File: src/hdl/bqsc_pkg.sv
// ----------------------------------------------------------------------------
// bqsc_pkg
// Shared types, codes and constant tables for the balanced base-5 converter.
// ----------------------------------------------------------------------------
package bqsc_pkg;

  localparam int MaxDigits = 28;
  localparam int IdxW      = $clog2(MaxDigits);
  localparam int ValW      = 64;
  localparam int RemW      = ValW + 1;
  localparam int CharW     = 8;

  localparam logic CmdDigit  = 1'b0;
  localparam logic CmdFlush  = 1'b1;
  localparam logic KindValue = 1'b0;
  localparam logic KindChar  = 1'b1;

  localparam logic [2:0] CodeZero = 3'd2;

  typedef logic [MaxDigits-1:0][RemW-1:0] pow_tab_t;

  function automatic pow_tab_t pow5_table();
    pow_tab_t       t;
    logic [RemW-1:0] p;
    p = RemW'(1);
    for (int i = 0; i < MaxDigits; i++) begin
      t[i] = p;
      p    = p * RemW'(5);
    end
    return t;
  endfunction

  localparam pow_tab_t Pow5 = pow5_table();

  // sum of 2 * 5^i: maps a balanced value onto plain base-5 digits
  function automatic logic [RemW-1:0] bal_offset();
    logic [RemW-1:0] s;
    s = '0;
    for (int i = 0; i < MaxDigits; i++) begin
      s = s + (Pow5[i] << 1);
    end
    return s;
  endfunction

  localparam logic [RemW-1:0] BalOffset = bal_offset();

  function automatic logic [2:0] char_weight(input logic [CharW-1:0] c);
    logic [2:0] w;
    unique case (c)
      8'h32:   w = 3'sd2;
      8'h31:   w = 3'sd1;
      8'h2d:   w = 3'b111;
      8'h3d:   w = 3'b110;
      default: w = 3'd0;
    endcase
    return w;
  endfunction

  function automatic logic [CharW-1:0] code_char(input logic [2:0] code);
    logic [CharW-1:0] c;
    unique case (code)
      3'd0:    c = 8'h3d;
      3'd1:    c = 8'h2d;
      3'd2:    c = 8'h30;
      3'd3:    c = 8'h31;
      3'd4:    c = 8'h32;
      default: c = 8'h30;
    endcase
    return c;
  endfunction

endpackage

File: src/hdl/balanced_quinary_sum_converter.sv
// ----------------------------------------------------------------------------
// balanced_quinary_sum_converter
// Decodes balanced base-5 numbers digit by digit, outputs each value, keeps
// their running sum and writes it out as balanced base-5 characters on a flush.
//
//   channel  dir  tdata                                   tuser     tlast
//   s_axis   in   [7:0] digit_char                        command   last_digit
//   m_axis   out  [63:0] number_value, [71:64] out_char   kind      last
//
// A flush loads the offset sum, then for each output digit position subtracts
// the position's power of 5 once per unit of its plain base-5 digit of the
// offset sum before emitting, all in the single 65-bit compare/subtract unit.
// Reset clears the accumulator, the sum and all control state.
// Input is held off during a flush and while the output holds an untaken beat.
// ----------------------------------------------------------------------------
module balanced_quinary_sum_converter
  import bqsc_pkg::*;
(
  input  logic                 clk_i,
  input  logic                 rst_ni,
  input  logic                 s_axis_tvalid,
  output logic                 s_axis_tready,
  input  logic [CharW-1:0]     s_axis_tdata,   // [7:0] digit_char
  input  logic                 s_axis_tuser,   // command
  input  logic                 s_axis_tlast,   // last_digit
  output logic                 m_axis_tvalid,
  input  logic                 m_axis_tready,
  output logic [ValW+CharW-1:0] m_axis_tdata,  // [63:0] number_value, [71:64] out_char
  output logic                 m_axis_tuser,   // kind
  output logic                 m_axis_tlast    // last
);

  localparam logic [1:0] StIdle = 2'd0;
  localparam logic [1:0] StLoad = 2'd1;
  localparam logic [1:0] StConv = 2'd2;

  logic [1:0]        state_q, state_d;
  logic [ValW-1:0]   acc_q, acc_d;
  logic [ValW-1:0]   sum_q, sum_d;
  logic [ValW-1:0]   add_q, add_d;
  logic              pend_q, pend_d;
  logic [RemW-1:0]   rem_q, rem_d;
  logic [IdxW-1:0]   idx_q, idx_d;
  logic [2:0]        dig_q, dig_d;
  logic              started_q, started_d;

  logic              ovalid_q, ovalid_d;
  logic              okind_q, okind_d;
  logic [ValW-1:0]   oval_q, oval_d;
  logic [CharW-1:0]  ochar_q, ochar_d;
  logic              olast_q, olast_d;

  logic              out_free;
  logic              s_fire;
  logic [2:0]        weight;
  logic [ValW-1:0]   acc_next;
  logic [RemW-1:0]   pow_cur;
  logic              ge;
  logic              emit;

  assign out_free = !ovalid_q || m_axis_tready;
  assign s_axis_tready = (state_q == StIdle) && out_free;
  assign s_fire   = s_axis_tvalid && s_axis_tready;
  assign weight   = char_weight(s_axis_tdata);
  assign acc_next = {acc_q[ValW-3:0], 2'b00} + acc_q + {{(ValW-3){weight[2]}}, weight};
  assign pow_cur  = Pow5[idx_q];
  assign ge       = rem_q >= pow_cur;
  assign emit     = started_q || (dig_q != CodeZero) || (idx_q == '0);

  always_comb begin
    state_d   = state_q;
    acc_d     = acc_q;
    sum_d     = sum_q;
    add_d     = add_q;
    pend_d    = 1'b0;
    rem_d     = rem_q;
    idx_d     = idx_q;
    dig_d     = dig_q;
    started_d = started_q;
    ovalid_d  = ovalid_q && !m_axis_tready;
    okind_d   = okind_q;
    oval_d    = oval_q;
    ochar_d   = ochar_q;
    olast_d   = olast_q;

    // fold the last finished number into the sum in the cycle after it finishes
    if (pend_q) begin
      sum_d = sum_q + add_q;
    end

    unique case (state_q)
      StIdle: begin
        if (s_fire) begin
          if (s_axis_tuser == CmdFlush) begin
            state_d = StLoad;
          end else if (s_axis_tlast) begin
            acc_d    = '0;
            add_d    = acc_next;
            pend_d   = 1'b1;
            ovalid_d = 1'b1;
            okind_d  = KindValue;
            oval_d   = acc_next;
            ochar_d  = '0;
            olast_d  = 1'b1;
          end else begin
            acc_d = acc_next;
          end
        end
      end
      StLoad: begin
        rem_d     = {sum_q[ValW-1], sum_q} + BalOffset;
        sum_d     = '0;
        idx_d     = IdxW'(MaxDigits - 1);
        dig_d     = '0;
        started_d = 1'b0;
        state_d   = StConv;
      end
      StConv: begin
        if (ge) begin
          rem_d = rem_q - pow_cur;
          dig_d = dig_q + 3'd1;
        end else if (!emit || out_free) begin
          if (emit) begin
            ovalid_d  = 1'b1;
            okind_d   = KindChar;
            oval_d    = '0;
            ochar_d   = code_char(dig_q);
            olast_d   = (idx_q == '0);
            started_d = 1'b1;
          end
          dig_d = '0;
          if (idx_q == '0) begin
            state_d = StIdle;
          end else begin
            idx_d = idx_q - IdxW'(1);
          end
        end
      end
      default: state_d = StIdle;
    endcase
  end

  always_ff @(posedge clk_i or negedge rst_ni) begin
    if (!rst_ni) begin
      state_q   <= StIdle;
      acc_q     <= '0;
      sum_q     <= '0;
      pend_q    <= 1'b0;
      idx_q     <= '0;
      dig_q     <= '0;
      started_q <= 1'b0;
      ovalid_q  <= 1'b0;
    end else begin
      state_q   <= state_d;
      acc_q     <= acc_d;
      sum_q     <= sum_d;
      pend_q    <= pend_d;
      idx_q     <= idx_d;
      dig_q     <= dig_d;
      started_q <= started_d;
      ovalid_q  <= ovalid_d;
    end
  end

  always_ff @(posedge clk_i) begin
    add_q   <= add_d;
    rem_q   <= rem_d;
    okind_q <= okind_d;
    oval_q  <= oval_d;
    ochar_q <= ochar_d;
    olast_q <= olast_d;
  end

  assign m_axis_tvalid = ovalid_q;
  assign m_axis_tdata  = {ochar_q, oval_q};
  assign m_axis_tuser  = okind_q;
  assign m_axis_tlast  = olast_q;

  a_dig_range : assert property (@(posedge clk_i) disable iff (!rst_ni)
    state_q == StConv |-> dig_q <= 3'd4)
    else $error("digit count out of range");

  a_flush_sum_settled : assert property (@(posedge clk_i) disable iff (!rst_ni)
    (s_fire && s_axis_tuser == CmdFlush) |=> (state_q == StLoad) && !pend_q)
    else $error("flush started with pending sum update");

  a_value_beat : assert property (@(posedge clk_i) disable iff (!rst_ni)
    (m_axis_tvalid && m_axis_tuser == KindValue) |->
      (m_axis_tlast && m_axis_tdata[ValW+CharW-1:ValW] == '0))
    else $error("value beat malformed");

  a_rem_final : assert property (@(posedge clk_i) disable iff (!rst_ni)
    (state_q == StConv && idx_q == '0) |-> rem_q < RemW'(5))
    else $error("remainder exceeds last digit");

endmodule
File: config.mk
export PLATFORM = sky130hd
export DESIGN_NAME = balanced_quinary_sum_converter
export DESIGN_NICKNAME = d
export VERILOG_FILES = /design/src/hdl/bqsc_pkg.sv /design/src/hdl/balanced_quinary_sum_converter.sv
export SDC_FILE = /design/constraint.sdc
export NUM_CORES = 1
export LEC_CHECK = 0
export BUFFER_PORTS_ARGS = -buffer_cell sky130_fd_sc_hd__buf_2
export CAP_MARGIN = 20
export CORE_UTILIZATION = 58
export DETAILED_ROUTE_END_ITERATION = 7
export PLACE_DENSITY_LB_ADDON = 0.15
export SLEW_MARGIN = 5
export SYNTH_ARGS = -nofsm -noshare
export SYNTH_HDL_FRONTEND = slang
export SYNTH_SLANG_ARGS = --single-unit
export TNS_END_PERCENT = 1
File: constraint.sdc
create_clock -name clk_i -period 8.3 [get_ports clk_i]
set_input_delay 0 -clock clk_i [delete_from_list [all_inputs] [get_ports clk_i]]
set_output_delay 0 -clock clk_i [all_outputs]
set_load 0.02 [all_outputs]
# ---- Yosys cells after proc, flatten, opt, wreduce, memory -nomap -nowiden
# Memories as Yosys holds them, arrays and structs flattened.
# Index checks and enable logic that the tools add are counted.
dict set report op_classes {
  eq_ne 21
  n_addsub 7
  n_bitwise 1
  order_cmp 2
  multipliers 0
  div 0
  shift 0
  reduce_logical 24
  n_mux 61
}
# cell count
set ops {}
lappend ops {{two-way mux 64 bit} 9}
lappend ops {{adder 64 bit} 3}
lappend ops {{two-way mux 65 bit} 2}
lappend ops {{case mux 65 bit (2 select lines)} 1}
lappend ops {{case mux 64 bit (2 select lines)} 1}
lappend ops {{adder 65 bit (second input constant)} 1}
lappend ops {{>= comparator 65 bit} 1}
lappend ops {{subtractor 65 bit} 1}
lappend ops {{two-way mux 8 bit} 6}
lappend ops {{equality test 8 x 6 -> 1 bit (second input constant)} 4}
lappend ops {{two-way mux 1 bit} 22}
lappend ops {{!= test 2 bit (second input constant)} 10}
lappend ops {{case mux 5 bit (4 select lines)} 1}
lappend ops {{case mux 8 bit (2 select lines)} 1}
lappend ops {{two-way mux 5 bit} 3}
lappend ops {{case mux 3 bit (4 select lines)} 1}
lappend ops {{AND reduction 4 bit} 3}
lappend ops {{two-way mux 2 bit} 5}
lappend ops {{case mux 5 bit (2 select lines)} 1}
lappend ops {{case mux 1 bit (2 select lines)} 4}
lappend ops {{AND reduction 7 bit} 1}
lappend ops {{less-than comparator 5 x 6 -> 1 bit (second input constant)} 1}
lappend ops {{two-way mux 3 bit} 2}
lappend ops {{case mux 2 bit (3 select lines)} 1}
lappend ops {{21 further kinds} 31}
dict set report totals {
  latch_bits 0
  out_inout_bits 76
  ramBits 0
  input_bits 14
  romBits 2080
  ff_bits 344
  mem_count 1
  elab_cells 131
}
# memory words word_bits rd rd_clocked_by_memory_dff write_ports line_no
set mem_list {}
lappend mem_list {{(name not given)} 32 65 1 0 0 balanced_quinary_sum_converter.sv:66} ;# assign pow_cur = Pow5[idx_q];

# ---- Longest topological paths before layout
dict set report depth {
  ltp_word 8
  depth_mapped 22
  depth_no_buf 20
}

# ---- Worst setup path after synthesis
# No wires, ideal clock.
dict set report synth_path {
  kind {reg-to-reg}
  start {reg idx_q[0]}
  end {reg rem_q[0] (enable)}
  t_arrival_ns 8.524
  path_stages_with_launch 20
  period_less_slack_ns 9.102
  path_buffers 3
  setup_time_ns 0.578
  required_ns 7.722
  path_slack_ns -0.802
  cell_sequence {dfrtp_1 > clkbuf_1 > inv_1 > ha_1 > clkbuf_1 > o21ai_0 > o211ai_1 > o21ai_0 > ha_1 > clkbuf_1 > nand2_1 > nor2_1 > a21oi_1 > or2_1 > a31oi_1 > o21ai_1 > o21ai_1 > a21oi_2 > o41a_2 > o21ai_0}
}
dict set report synth_between {
  elab_chain_cells 5
}
# element line_no
set synth_rtl {}
lappend synth_rtl {{start: declaration} balanced_quinary_sum_converter.sv:43} ;# logic [IdxW-1:0] idx_q, idx_d;
lappend synth_rtl {{start signal: assignment} balanced_quinary_sum_converter.sv:158} ;# idx_q <= idx_d;
lappend synth_rtl {{memory (32 x 65 bit)} -}
lappend synth_rtl {{two-way mux 65 bit (not written as such)} balanced_quinary_sum_converter.sv:66}
lappend synth_rtl {{>= comparator 65 bit} balanced_quinary_sum_converter.sv:67} ;# assign ge = rem_q >= pow_cur;
lappend synth_rtl {{!= test 2 bit (no line)} -}
lappend synth_rtl {{AND reduction 2 bit (no line)} -}
lappend synth_rtl {{end signal: assignment} balanced_quinary_sum_converter.sv:167} ;# rem_q <= rem_d;
lappend synth_rtl {{end: declaration} balanced_quinary_sum_converter.sv:42} ;# logic [RemW-1:0] rem_q, rem_d;
# No other way between the ends. The select of a mux whose other input is x is not followed.
# A chain may end at the register's enable or synchronous reset.

# ---- Final worst setup path
dict set report layout_path {
  start {reg idx_q[4]}
  end {reg rem_q[2] (enable)}
}
# The elaborated chain is that of the path after synthesis.

==> results.ini <==
[yosys]
synth_cells = 3000
ys_async_sr_fraction = 0.4135
synth_area_per_cell_um2 = 9.162
yosys_warnings = 0
ys_ff_latch = 341
ys.flop_type = edfxtp_1
synth_edf_count = 200
yosys.cell_types.count = 100
syn_area_um2 = 27490
yosysSeqAreaShare = 0.3469

[sta]
timing_hold_violations_final = 2
hold_ws_ns = -0.006656
finalSetupViolCount = 0
fin_crit_sh = 0.7440
relSlewSlack = 0.2859
fin_skew_ns = 0.02857
fmaxAchievable_mhz = 161.9
maxSlewViolCount = 0
rsz0062_at_grt = false
layout_setup_ws_ns = 2.125
tns_ns = 0
worst_pin_slew_ns = 1.044
period_minus_slack_ns = 6.175

[place]
dpl_cell_area_um2 = 28240
place_hpwl_mm = 56.95
globalplace.congestion = 0.9652
port_buffers = 87
post-place-ws_ns = 2.221
dp.cells = 3550

[cts]
cts.path.max_buffers = 3
htree_levels = 2
path_clk_slew_ns = 0.06
cts_root_buf = clkbuf_16
numCtsBuffers = 40
cts_hold_buf = 6
post_cts_buffers = 0
clkLatencyLatePin_ns = 0.58
clock_sinks = 341
cts_tree = done
post_cts_resized = 0

[floorplanning]
core_area_um2 = 46650
die_h_um = 219.7
dieArea_um2 = 48260
start_util = 0.5891
rows = 79
io_pins = 90
die_w_um = 219.7

[final_layout]
area_growth_pct = 8.121
final_util = 0.6370
fillCellCount = 3902
final_nets = 3275
stdcell_count = 3631
layout-drive-gt1-share = 0.07741
final_area_um2 = 29720

[global_routing]
grt_overflow = 0
grt_pass1_wl_mm = 119.8
first_global_vias = 21801
grt_usage = 0.3158
grt_max_degree = 90
antenna_found_initial = 1

[setup_path]
reg2reg_slack_ns = 2.13
worstSetupEndpointType = flip-flop
criticalPathCategory = flip-flop to flip-flop
worstPathRequired_ns = 8.50
crit_fanout = 65
r2r_end = rem_q[2]
reg2regPathDepth = 17
regToRegStartpoint = idx_q[4]
cp.arrival_ns = 6.37
worstSetupStartpointType = flip-flop

[routing]
initialDrtViolationCount = 2107
drc = 0
wl_mm = 75.70
wl_per_cell_um = 20.85
vias = 22736
post_drt_via_cell_ratio = 6.262
ant_nets = 0
dr.pass1.iters = 5

[job]
max_cap_violations = 0

[power]
p_total_mw = 13.71
powerDensity_nw_per_um2 = 461.3
static-leakage-power_nw = 13.32
vdd_ir_drop_max_uv = 251.6

[hold_path]
holdCritPathClass = input port to async pin

[run_status]
status = complete, but fails checks
failed_checks = hold timing

## cell families (layout without fill, tap and decap cells)
logic type                 after synthesis  after routing  synth area share
muxes                                   67             67           0.02445
DFF                                    341            341            0.3469
adders and majority gates              270            270            0.1401
buffers and inverters                  256            278           0.03651
and+or+nand+nor                        864            864            0.1500
xor gates and xnor gates               236            236           0.07520
AOI/OAI and AO/OA                      965            965            0.2268
other                                    1              3         0.0001364
## cells in the final DEF (no fill, tap or decap), types with 42 or more instances in the layout
| cell | netlist | layout |
|---|---|---|
| a21o_1 | 132 | 132 |
| a21oi_1 | 297 | 296 |
| a22o_1 | 50 | 50 |
| and2_1 | 68 | 68 |
| buf_2 | 10 | 86 |
| clkbuf_16 | 0 | 45 |
| dfrtp_1 | 141 | 140 |
| edfxtp_1 | 200 | 200 |
| fa_1 | 63 | 63 |
| ha_1 | 207 | 207 |
| inv_1 | 91 | 90 |
| mux2i_1 | 66 | 66 |
| nand2_1 | 253 | 253 |
| nand3_1 | 48 | 48 |
| nand4_1 | 51 | 51 |
| nor2_1 | 250 | 247 |
| nor3_1 | 42 | 42 |
| o21ai_0 | 200 | 199 |
| xnor2_1 | 147 | 147 |
| xor2_1 | 89 | 89 |
## synthesized netlist by cell type, drive strengths merged (5+ instances only)
cell type | count | share of area
xor2 | 89 | 0.028
nor2b | 33 | 0.0075
o31a | 5 | 0.0016
nand4 | 52 | 0.012
o22ai | 5 | 0.0011
fa | 63 | 0.046
nor3 | 44 | 0.0086
nor4 | 11 | 0.0025
nand2b | 24 | 0.0055
clkbuf | 136 | 0.019
and4 | 11 | 0.0035
a22oi | 6 | 0.0016
a21o | 132 | 0.036
o22a | 5 | 0.0016
or3 | 12 | 0.0027
o21ai | 225 | 0.042
and3 | 25 | 0.0057
a31o | 8 | 0.0025
a211oi | 19 | 0.0054
xnor2 | 147 | 0.047
nor2 | 252 | 0.035
edfxtp | 200 | 0.22
a221oi | 8 | 0.0028
o31ai | 17 | 0.0053
buf | 28 | 0.0054
a211o | 7 | 0.0022
o21a | 27 | 0.0074
nand2 | 253 | 0.035
nand3 | 48 | 0.0087
mux2i | 66 | 0.024
ha | 207 | 0.094
inv | 91 | 0.012
a221o | 6 | 0.0022
and2 | 69 | 0.016
a31oi | 39 | 0.0094
o21bai | 39 | 0.011
a21oi | 298 | 0.054
dfrtp | 141 | 0.13
a22o | 50 | 0.016
or2 | 12 | 0.0027
o211ai | 10 | 0.0029
nor3b | 5 | 0.0015
a21boi | 11 | 0.0031
a41oi | 9 | 0.0031
## registers in the layout, indices dropped and copies added (netlist names), 2 cells and up
signal,cells
dig_q,3
rem_q,65
add_q,64
acc_q,64
idx_q,5
state_q,2
sum_q,64
oval_q,64
ochar_q,5
## where the power goes
group          internal (mW)  switching [mW]  total [mW]
combinational           3.22            5.38        8.60
sequential              2.68           0.538        3.21
clock                   1.12           0.768        1.89
total                   7.02            6.69        13.7
## worst max-delay path, cell delays in order (launching register included)
cell      delay [ns]
dfrtp_1         0.33
buf_4           0.40
inv_1           0.38
nor2_1          0.73
o211ai_1        0.27
o21ai_0         0.13
a21oi_1         0.10
ha_1            0.40
nand2_1         0.07
a21oi_1         0.29
nand4b_1        0.21
a31oi_1         0.29
o21ai_1         0.17
o21ai_1         0.38
a21oi_2         0.15
o41a_2          0.57
o21ai_4         0.14
buf_4           0.71
## layer usage
| layer | wire (um) | GRT usage | part of all wire | up-vias |
|---|---|---|---|---|
| met5 | 0 | 0 | 0 | - |
| met4 | 1894 | 0.09264 | 0.025 | 0 |
| met3 | 4532 | 0.04306 | 0.060 | 128 |
| met2 | 34420 | 0.4940 | 0.45 | 741 |
| met1 | 34860 | 0.4553 | 0.46 | 10958 |
| li1 | - | - | - | 10909 |
## layout make-up
class | count | area (um2) | area share
Clock buffer | 54 | 1200 | 0.04038
Sequential cell | 341 | 9535 | 0.3209
Tap cell | 607 | 759.5 | 0.02556
Inverter | 92 | 345.3 | 0.01162
Multi-Input combinational cell | 2404 | 17010 | 0.5724
Timing Repair Buffer | 112 | 644.4 | 0.02168
Clock inverter | 20 | 219.0 | 0.007368
Antenna cell | 1 | 2.502 | 0.00008421
## worst max path at each step
stage / startpoint / to / slack, ns / cells past startpoint
5_1_grt: idx_q[4] / rem_q[1] / 1.77 / 17
2_1_floorplan: s_axis_tdata[0] / oval_q[63] / 0.35 / 19
3_5_place_dp: idx_q[4] / rem_q[6] / 2.22 / 17
6_report: idx_q[4] / rem_q[2] / 2.13 / 17
4_1_cts: idx_q[4] / rem_q[6] / 2.22 / 17
3_3_place_gp: idx_q[4] / rem_q[6] / 2.28 / 17
Note: power is estimated with default switching activity, not from simulation.
